[config.mk]
export PLATFORM = sky130hd
export DESIGN_NAME = rvx_front
export DESIGN_NICKNAME = d
export VERILOG_FILES = /design/src/rtl/core/rvx_pkg.sv /design/src/rtl/core/rvx_front.sv
export SDC_FILE = /design/constraint.sdc
export NUM_CORES = 1
export LEC_CHECK = 0
export BUFFER_PORTS_ARGS = -buffer_cell sky130_fd_sc_hd__buf_2
export CAP_MARGIN = 30
export CELL_PAD_IN_SITES_DETAIL_PLACEMENT = 1
export CELL_PAD_IN_SITES_GLOBAL_PLACEMENT = 2
export CORE_MARGIN = 2
export CORE_UTILIZATION = 42
export DETAILED_ROUTE_END_ITERATION = 10
export PLACE_DENSITY_LB_ADDON = 0.1
export RECOVER_POWER = 100
export SYNTH_ARGS = -nofsm -noshare
export SYNTH_HDL_FRONTEND = slang
export SYNTH_SLANG_ARGS = --single-unit
[constraint.sdc]
create_clock -name clk_i -period 11.2 [get_ports clk_i]
set_clock_uncertainty 0.05 [all_clocks]
set_input_delay 1.68 -clock clk_i [delete_from_list [all_inputs] [get_ports clk_i]]
set_output_delay 1.68 -clock clk_i [all_outputs]
set_load 0.01 [all_outputs]
[src/rtl/core/rvx_pkg.sv]
// Shared types, opcodes and sizes for the RV32IM execute block.
package rvx_pkg;

  localparam int DataAw     = 12;
  localparam int DATA_WORDS = 1 << DataAw;

  localparam logic [6:0] OPC_LUI    = 7'b0110111;
  localparam logic [6:0] OPC_AUIPC  = 7'b0010111;
  localparam logic [6:0] OPC_JAL    = 7'b1101111;
  localparam logic [6:0] OPC_JALR   = 7'b1100111;
  localparam logic [6:0] OPC_BRANCH = 7'b1100011;
  localparam logic [6:0] OPC_LOAD   = 7'b0000011;
  localparam logic [6:0] OPC_STORE  = 7'b0100011;
  localparam logic [6:0] OPC_OPIMM  = 7'b0010011;
  localparam logic [6:0] OPC_OP     = 7'b0110011;
  localparam logic [6:0] OPC_IO     = 7'b0001011;
  localparam logic [6:0] F7_ALT     = 7'b0100000;
  localparam logic [6:0] F7_MUL     = 7'b0000001;

  localparam logic [2:0] F3_B    = 3'd0;
  localparam logic [2:0] F3_H    = 3'd1;
  localparam logic [2:0] F3_W    = 3'd2;
  localparam logic [2:0] F3_BU   = 3'd4;
  localparam logic [2:0] F3_HU   = 3'd5;
  localparam logic [2:0] F3_ADD  = 3'd0;
  localparam logic [2:0] F3_SLL  = 3'd1;
  localparam logic [2:0] F3_SLT  = 3'd2;
  localparam logic [2:0] F3_SLTU = 3'd3;
  localparam logic [2:0] F3_XOR  = 3'd4;
  localparam logic [2:0] F3_SR   = 3'd5;
  localparam logic [2:0] F3_OR   = 3'd6;
  localparam logic [2:0] F3_AND  = 3'd7;
  localparam logic [2:0] F3_BEQ  = 3'd0;
  localparam logic [2:0] F3_BNE  = 3'd1;
  localparam logic [2:0] F3_BLT  = 3'd4;
  localparam logic [2:0] F3_BGE  = 3'd5;
  localparam logic [2:0] F3_BLTU = 3'd6;
  localparam logic [2:0] F3_BGEU = 3'd7;
  localparam logic [2:0] F3_MUL  = 3'd0;
  localparam logic [2:0] F3_MULH = 3'd1;
  localparam logic [2:0] F3_MULHSU = 3'd2;
  localparam logic [2:0] F3_MULHU = 3'd3;
  localparam logic [2:0] F3_DIV  = 3'd4;
  localparam logic [2:0] F3_DIVU = 3'd5;
  localparam logic [2:0] F3_REM  = 3'd6;
  localparam logic [2:0] F3_REMU = 3'd7;

  typedef enum logic [3:0] {
    CL_HALT, CL_IO, CL_LUI, CL_AUIPC, CL_JAL, CL_JALR, CL_BRANCH,
    CL_LOAD, CL_STORE, CL_OPIMM, CL_OP, CL_MULDIV, CL_ILL
  } cls_e;

  typedef enum logic [2:0] {
    ST_IDLE, ST_EXEC, ST_LOAD, ST_MUL, ST_DIV, ST_DONE
  } state_e;

  typedef struct packed {
    cls_e        cls;
    logic [31:0] imm;
    logic [7:0]  ch;
    logic [6:0]  f7;
    logic [4:0]  rs2;
    logic [4:0]  rs1;
    logic [2:0]  f3;
    logic [4:0]  rd;
    logic        w12;
    logic        w14;
  } dec_t;

endpackage

[src/rtl/core/rvx_front.sv]
// Front end: accepts instruction words, decodes them and queues them for the back end.
module rvx_front import rvx_pkg::*; (
  input  logic        clk_i,
  input  logic        rst_ni,
  input  logic        in_valid_i,
  output logic        in_stall_o,
  input  logic [31:0] instr_word_i,
  input  logic [7:0]  in_char_i,
  input  logic        clr_busy_i,
  input  logic        pop_i,
  output logic        q_vld_o,
  output dec_t        q_head_o
);
  dec_t       ent_q [2];
  logic       wptr_q, rptr_q;
  logic [1:0] cnt_q;
  dec_t       dec;
  logic       push;
  logic [6:0] opc;
  logic [31:0] w;

  assign w   = instr_word_i;
  assign opc = w[6:0];

  always_comb begin
    dec.ch  = in_char_i;
    dec.f7  = w[31:25];
    dec.rs2 = w[24:20];
    dec.rs1 = w[19:15];
    dec.f3  = w[14:12];
    dec.rd  = w[11:7];
    dec.w12 = w[12];
    dec.w14 = w[14];
    dec.imm = {{20{w[31]}}, w[31:20]};
    dec.cls = CL_ILL;
    if (w == 32'd0) begin
      dec.cls = CL_HALT;
    end else begin
      case (opc)
        OPC_IO:     dec.cls = CL_IO;
        OPC_LUI: begin
          dec.cls = CL_LUI;
          dec.imm = {w[31:12], 12'd0};
        end
        OPC_AUIPC: begin
          dec.cls = CL_AUIPC;
          dec.imm = {w[31:12], 12'd0};
        end
        OPC_JAL: begin
          dec.cls = CL_JAL;
          dec.imm = {{12{w[31]}}, w[19:12], w[20], w[30:21], 1'b0};
        end
        OPC_JALR:   dec.cls = (w[14:12] == 3'd0) ? CL_JALR : CL_ILL;
        OPC_BRANCH: begin
          dec.cls = CL_BRANCH;
          dec.imm = {{20{w[31]}}, w[7], w[30:25], w[11:8], 1'b0};
        end
        OPC_LOAD:   dec.cls = CL_LOAD;
        OPC_STORE: begin
          dec.cls = CL_STORE;
          dec.imm = {{20{w[31]}}, w[31:25], w[11:7]};
        end
        OPC_OPIMM:  dec.cls = CL_OPIMM;
        OPC_OP:     dec.cls = (w[31:25] == F7_MUL) ? CL_MULDIV : CL_OP;
        default:    dec.cls = CL_ILL;
      endcase
    end
  end

  assign in_stall_o = (cnt_q == 2'd2) || clr_busy_i;
  assign push       = in_valid_i && !in_stall_o;
  assign q_vld_o    = (cnt_q != 2'd0);
  assign q_head_o   = ent_q[rptr_q];

  always_ff @(posedge clk_i) begin
    if (push) begin
      ent_q[wptr_q] <= dec;
    end
  end

  always_ff @(posedge clk_i or negedge rst_ni) begin
    if (!rst_ni) begin
      wptr_q <= 1'b0;
      rptr_q <= 1'b0;
      cnt_q  <= 2'd0;
    end else begin
      if (push) wptr_q <= ~wptr_q;
      if (pop_i) rptr_q <= ~rptr_q;
      cnt_q <= cnt_q + {1'b0, push} - {1'b0, pop_i};
    end
  end
endmodule

==> results of run 1 <==
==> how the worst max path moves through the flow <==
stage	cells after the start	start	slack [ns]	to
6_report	5	clr_busy_i	5.94	ent_q[0][46]
5_1_grt	5	clr_busy_i	5.52	ent_q[0][22]
3_5_place_dp	4	clr_busy_i	7.31	in_stall_o
4_1_cts	4	clr_busy_i	7.31	in_stall_o
3_3_place_gp	4	clr_busy_i	7.32	in_stall_o
2_1_floorplan	3	clr_busy_i	5.83	ent_q[0][10]
==> cell type report <==
cell class	instances	area, um2
multi-input combinational	174	1434
inverter	5	18.77
clock buffer	17	425.4
tap	176	220.2
timing repair buffer	119	466.7
clock inverter	15	155.1
fill	1353	6391
sequential	140	4184
==> logic make-up (layout without fill, tap and decap cells) <==
group                      Yosys count  count (layout)  synth area share [%]
DFF                                140             140                 72.77
muxes                               68              68                 13.32
and+or+nand+nor                     61              61                 5.833
AOI/OAI and AO/OA                   39              39                 4.897
buffers and inverters               26             156                 2.133
xor gates and xnor gates             4               4                0.6095
adders and majority gates            2               2                0.4352
==> synth_stat cells (all sizes together) (2+ instances only) <==
master	count
inv	5
and3	2
nand3	2
nor3	8
ha	2
o21ai	5
nand2	15
xnor2	3
and2	7
buf	9
mux2	68
or2	2
dfrtp	4
edfxtp	136
a21o	19
clkbuf	12
nor4	6
nor2	7
a21oi	6
nor2b	2
==> registers in the layout (all words and copies together) (netlist names) <==
| signal | cells |
|---|---|
| rptr_q | 1 |
| cnt_q | 2 |
| wptr_q | 1 |
| ent_q | 136 |
==> through the flow <==
step	power (mW)	utilization (%)	setup slack (ns)	hold WS (ns)
2_1_floorplan	0.9570	-	5.832	0.4108
3_3_place_gp	1.099	48.70	7.320	0.4654
3_5_place_dp	1.108	48.91	7.310	0.4945
4_1_cts	1.659	53.27	7.306	0.5061
5_1_grt	1.703	51.93	5.521	0.5282
6_report	1.626	51.93	5.943	0.5043
==> power breakdown <==
part	switching [mW]	internal, mW	total [mW]
Combinational	0.176	0.175	0.350
Clock	0.205	0.344	0.549
Sequential	0.0676	0.659	0.727
Total	0.448	1.18	1.63
==> worst max-delay path: stages <==
cell,delay [ns]
buf_2,0.10
a21oi_1,0.18
nand2_1,0.18
nor2_4,0.10
clkbuf_1,2.86
==> metal layers <==
metal  part of all wire [%]  vias up  track usage [%]
met5                      0        -                0
met4                    2.0        0            7.922
met3                    5.0       20            4.558
met2                     48       86            26.86
met1                     45     1666            22.42
li1                       -     1557                -
==> impl_metrics.ini, run 1 <==
[power_and_ir_drop]
ir_worst_vdd_mv = 0.09720
powerDensity_mw_per_mm2 = 235.6
leakage_nw = 2.336

[global_routing]
grt_max_degree = 70
grt_remaining_overflow = 0
grt_pass1_wl_mm = 18.75
antenna_found_initial = 0
grt_pass1_vias = 3472
grt_usage_pct = 17.19

[worst_setup_path]
critPathCaptureType = flop
required_ns = 11.08
crit_type = in -> reg
reg2reg_depth = 5
ff2ff_setup_slack_ns = 6.84
regToRegStartpoint = cnt_q[0]
cp_data_arrival_time_ns = 5.13
crit_path_max_fanout = 68
crit_path_start_kind = primary input
timing.rr.end = ent_q[0][46]

[synthesis]
synth_edf_count = 136
yosysUniqueCellTypes = 44
syn_area_mm2 = 0.005749
yosysSeqAreaShare_pct = 72.77
yosysWarnings = 0
synthCells = 340
syn_avg_cell_area_um2 = 16.91
synthTopCellsByArea = edfxtp_1, mux2_2, a21o_1
yosysTopAreaCell = edfxtp_1
synth_ff_type = edfxtp_1
synth_top_area_share_pct = 71.03
synth_fp_nets = 387
ys_ff_latch = 140
synthArstFlopShare_pct = 2.857

[cts]
ctsRootBufferMaster = clkbuf_16
clockBufferDepth = 2
insertion_delay_ns = 0.41
postCtsSetupBuffers = 0
clock_sinks = 140
cts_resized = 0
cts_made_buffers = 17
cts_max_level = 4
cts_tree = yes
ctsHoldBuffers = 0
clkSlewWorstSetupHoldPaths_ns = 0.05

[run_status]
status = complete, but fails checks
failed_checks = max-capacitance violations, max-slew violations

[die]
io_pins = 118
dieArea_mm2 = 0.01464
fp.dieW_um = 121
core_mm2 = 0.01330
row_count = 42
die_h_um = 121
floorplan.initialDensity_pct = 43.24

[place]
placed_area_mm2 = 0.006502
io_buffers = 117
placed_cells = 614
routabilityCongestion = 0.7893
place_hpwl_mm = 7.441

[hold_path]
hold_class = reg -> reg
worstHoldStart = cnt_q[0]
worst_hold_path.endpoint = cnt_q[0]
hold_depth = 1

[timing]
max_freq_mhz = 190.2
tns_ns = 0
max_slew.worst_pin.slew_ns = 4.078
min_period_ns = 5.257
period_share_pct = 46.94
finalHoldViolCount = 0
rsz0062_at_grt = false
relSlewSlack_pct = -171.8
slew_viol_final = 189
setup_viol = 0

[flow_run]
drv_cap = 3

[cells_and_area]
layout.nets = 504
area_growth_pct = 20.09
final_cell_mix = edfxtp_1, clkbuf_1, mux2_2
final_area_mm2 = 0.006904
num_antenna_cells = 0
mostFrequentLayoutCell = edfxtp_1
layout-drive-gt1-share_pct = 24.04
final_cells = 646

[routing]
antenna_left = 0
wl_per_cell_um = 18.36
drt_wl_total_mm = 11.86
vias = 3329
drc = 0
dr.pass1.iters = 4
first_iter_violations = 195
viasPerCell = 5.153
No activity file was read; power rests on OpenSTA's default activity.
==> run 2, diff against run 1 <==
Settings changed: CORE_UTILIZATION 42 to 35.
Clock period 11.2 ns to 4.8 ns, I/O delays scaled along.
==> run 2 against run 1 <==
  * The run still ends with max-capacitance violations, max-slew violations left
  * Critical path type is now reg -> reg
  * Die area grew 19%
  * Power grew 130%
  * Non-clock buffer count grew 2
  * Final area grew 0.72%
  * Hold slack lost 0.41 ns
  * Global-route usage shrank 2.1 points
  * Largest cell class unchanged
  * Sequential power grew 120%
==> impl_metrics.ini, run 2 (synthesis gave the netlist of run 1 again) <==
[global_routing]
grt_max_degree = 70
grt_pass1_wl_mm = 20.20
grt_remaining_overflow = 0
grt_usage_pct = 15.13
antenna_found_initial = 0
grt_pass1_vias = 3593

[hold_path]
hold_class = in -> async

[place]
placed_area_mm2 = 0.006553
placed_cells = 655
place_ws_ns = 2.187
io_buffers = 117
routabilityCongestion = 0.7577
place_hpwl_mm = 8.247

[routing]
drc = 0
dr.pass1.iters = 6
wl_per_cell_um = 18.54
antenna_left = 0
vias = 3322
drt_wl_total_mm = 12.76
viasPerCell = 4.828
first_iter_violations = 187

[cells_and_area]
top_register = ent_q
final_cell_mix = edfxtp_1, clkbuf_1, mux2_2
num_antenna_cells = 0
final_util_pct = 43.62
n_fill_cell = 1680
regArea_mm2 = 0.004184
layout-drive-gt1-share_pct = 24.15
area_growth_pct = 20.96
largest_reg_flops = 136
multi_input_area_mm2 = 0.001429
final_cells = 688
final_area_mm2 = 0.006954
layout.nets = 506
mostFrequentLayoutCell = edfxtp_1
top_regs = ent_q: 136 flops, cnt_q: 2 flops

[timing]
rsz0062_at_grt = false
setup_ws_ns = 1.468
max_freq_mhz = 300.1
period_share_pct = 69.42
tns_ns = 0
finalHoldViolCount = 0
slew_viol_final = 97
relSlewSlack_pct = -46.00
setup_viol = 0
max_slew.worst_pin.slew_ns = 2.190
min_period_ns = 3.332
fin_hold_ws_ns = 0.09326

[run_status]
failed_checks = max-capacitance violations, max-slew violations
status = complete, but fails checks

[worst_setup_path]
crit_type = reg -> reg
critPathCapture = ent_q[0][70]
cp_data_arrival_time_ns = 3.27
startpoint = cnt_q[0]
cp_slowest_cell = clkbuf_1
ff2ff_setup_slack_ns = 1.47
crit_path_max_fanout = 36
required_ns = 4.73
crit_path_start_kind = flop
critPathCaptureType = flop
reg2reg_depth = 5
crit_path_max_incr_delay_ns = 1.62
timing.rr.end = ent_q[0][70]
regToRegStartpoint = cnt_q[0]
crit_chain = inv_1, a21oi_1, nand2_1, nor2_1, clkbuf_1

[cts]
cts_max_level = 4
ctsRootBufferMaster = clkbuf_16
clkSlewWorstSetupHoldPaths_ns = 0.06
cts_resized = 0
clock_sinks = 140
insertion_delay_ns = 0.41
ctsHoldBuffers = 0
postCtsSetupBuffers = 0
clockBufferDepth = 2
cts_tree = yes
cts_made_buffers = 17

[power_and_ir_drop]
ir_worst_vdd_mv = 0.2395
total_power_mw = 3.699
leakage_nw = 2.336
powerDensity_mw_per_mm2 = 532.0

[die]
floorplan.initialDensity_pct = 36.06
dieArea_mm2 = 0.01747
core_mm2 = 0.01594
io_pins = 118
row_count = 46
die_h_um = 132.2
fp.dieW_um = 132.2

[flow_run]
drv_cap = 3
run 2: layout make-up:
cell class,instances,area share (%)
well taps,216,3.886
inverters,5,0.2699
repair buffers,121,7.395
clock inverters,12,1.457
multi-input cells,174,20.55
clock buffers,20,6.279
flip-flops and latches,140,60.17
run 2: worst min-delay path by stage:
stage	start	endpoint	slack [ns]	depth (start not counted)
after floorplan	rst_ni	cnt_q[0]	0.37	0
final	rst_ni	wptr_q	0.09	1
after global placement	cnt_q[0]	cnt_q[0]	0.46	1
after detailed placement	cnt_q[0]	cnt_q[0]	0.48	1
after global routing	rst_ni	wptr_q	0.08	1
after CTS	rst_ni	wptr_q	0.05	1
run 2: per-layer routing:
metal | track usage [%] | vias to the layer above | wire (um)
li1 | - | 1553 | -
met5 | 0 | - | 0
met4 | 6.280 | 0 | 226
met2 | 24.45 | 82 | 6271
met3 | 3.729 | 17 | 503
met1 | 19.53 | 1670 | 5756
run 2: where the power goes:
| part | switching, mW | internal [mW] |
|---|---|---|
| combinational | 0.501 | 0.398 |
| clock | 0.482 | 0.707 |
| sequential | 0.0816 | 1.53 |
run 2: worst max-delay path: cells and delay by family, from the launching register on:
kind / cells / cell delay (ns)
flops: 1 / 0.36
buf+inv: 2 / 1.67
simple gates: 2 / 0.58
compound gates: 1 / 0.23
==> run 3, diff against run 2 <==
Settings changed: CORE_UTILIZATION 35 to 39.
Clock period 4.8 ns to 3.2 ns, I/O delays scaled along.
==> run 3 against run 2 <==
  * The run still ends with max-capacitance violations, max-slew violations left
  * Clock power up 56%
  * Power up 51%
  * Routed wire length down 0.49%
  * Global-route usage up 1.3 points
  * Core utilization up 4.2 points
  * Setup slack worse by 0.97 ns
  * Via count up 1.0%
  * Combinational power up 32%
  * Sequential cell count unchanged
  * Final cell count down 4.7%
  * Count of clock-buffer cells in the layout up 10
  * First-iteration DRC count up 17%
  * Critical path type unchanged
==> impl_metrics.ini, run 3 (synthesis gave the netlist of run 1 again) <==
[cells_and_area]
n_fill_cell = 1467
top_register = ent_q
final_cells = 656
num_antenna_cells = 0
largest_reg_flops = 136
layout-drive-gt1-share_pct = 23.52
mostFrequentLayoutCell = edfxtp_1
final_cell_mix = edfxtp_1, clkbuf_1, mux2_2
final_area_mm2 = 0.006927
layout.nets = 506
area_growth_pct = 20.48
top_regs = ent_q: 136 flops, cnt_q: 2 flops
final_util_pct = 47.84

[timing]
slew_viol_final = 31
finalHoldViolCount = 0
setup_viol = 0
tns_ns = 0
max_freq_mhz = 369.9
rsz0062_at_grt = false
max_slew.worst_pin.slew_ns = 1.660
period_share_pct = 84.48
min_period_ns = 2.704
relSlewSlack_pct = -10.69

[routing]
viasPerCell = 5.116
top_layer = met4
first_iter_violations = 219
drt_wl_total_mm = 12.70
antenna_left = 0
met2_length_mm = 6.185
drc = 0
wl_met1_mm = 5.800
dr.pass1.iters = 4
wl_per_cell_um = 19.35
dr_wl_met3_um = 619
vias = 3356

[global_routing]
grt_usage_pct = 16.42
grt_max_degree = 70
grt_pass1_vias = 3536
grt_pass1_wl_mm = 19.47
grt_remaining_overflow = 0
antenna_found_initial = 0

[worst_setup_path]
critPathCapture = ent_q[1][47]
startpoint = cnt_q[0]
regToRegStartpoint = cnt_q[0]
cp_slowest_cell = and3_1
path_delay_family = simple AND/OR/NAND/NOR gates
cp_data_arrival_time_ns = 2.75
crit_path_start_kind = flop
crit_buf_inv = 2
cp.depth = 4
ff2ff_setup_slack_ns = 0.50
reg2reg_depth = 4
timing.rr.end = ent_q[1][47]
required_ns = 3.24
crit_type = reg -> reg
critPathCaptureType = flop
crit_path_max_incr_delay_ns = 1.31
crit_path_max_fanout = 38
crit_chain = inv_1, a21oi_1, and3_1, buf_12

[power_and_ir_drop]
leakage_nw = 2.343
powerDensity_mw_per_mm2 = 805.8
total_power_mw = 5.582
ir_worst_vdd_mv = 0.4012

[cts]
cts_made_buffers = 17
clock_sinks = 140
postCtsSetupBuffers = 0
ctsRootBufferMaster = clkbuf_16
cts_resized = 0
ctsHoldBuffers = 1
clockBufferDepth = 2
insertion_delay_ns = 0.41
clkSlewWorstSetupHoldPaths_ns = 0.05
cts_tree = yes
cts_max_level = 4

[flow_run]
drv_cap = 1

[die]
die_h_um = 125.4
row_count = 44
core_mm2 = 0.01448
floorplan.initialDensity_pct = 39.71
io_pins = 118
fp.dieW_um = 125.4
dieArea_mm2 = 0.01573

[place]
routabilityCongestion = 0.8281
placed_cells = 623
io_buffers = 117
placed_area_mm2 = 0.006538
place_hpwl_mm = 8.104

[hold_path]
hold_class = in -> reg
worstHoldStart = in_char_i[2]

[run_status]
status = complete, but fails checks
failed_checks = max-capacitance violations, max-slew violations
## run 3: worst min path at each step
stage | endpoint | slack (ns) | cells after the start
3_3_place_gp | rptr_q | 0.24 | 1
5_1_grt | ent_q[0][29] | 0.20 | 1
6_report | ent_q[0][29] | 0.21 | 1
2_1_floorplan | cnt_q[0] | 0.13 | 0
4_1_cts | ent_q[1][31] | 0.19 | 1
3_5_place_dp | cnt_q[0] | 0.25 | 1
## run 3: final cells by class
class | instances | area [um2] | share of cell area, %
Inverter | 5 | 18.77 | 0.2710
Timing Repair Buffer | 121 | 494.2 | 7.135
Multi-Input combinational cell | 174 | 1436 | 20.74
Clock inverter | 2 | 35.03 | 0.5058
Clock buffer | 30 | 524.3 | 7.569
Tap cell | 184 | 230.2 | 3.324
Sequential cell | 140 | 4188 | 60.46
## run 3: through the flow
step                worst slack, ns  hold slack [ns]
floorplan                    0.1697           0.1344
global placement             0.9740           0.2417
detailed placement           0.9144           0.2456
CTS                          0.5177           0.1903
global route                 0.2639           0.1965
finish                       0.4965           0.2098
## run 3: power breakdown
group          internal (mW)  leakage (nW)  switching [mW]
registers               2.29          1.28           0.241
clock network           1.17         0.273           0.684
logic                  0.567         0.786           0.624
total                   4.03          2.34            1.55
## run 3: metal layers
metal / GRT usage [%] / up-vias
met3: 5.263 / 7
met2: 26.50 / 83
met1: 21.38 / 1716
li1: - / 1550
met4: 4.837 / 0
met5: 0 / -
## run 3: worst register-to-register path, stage by stage, from the launching register on
cell     delay (ns)
dfrtp_1        0.36
inv_1          0.05
a21oi_1        0.22
and3_1         1.31
buf_12         0.36
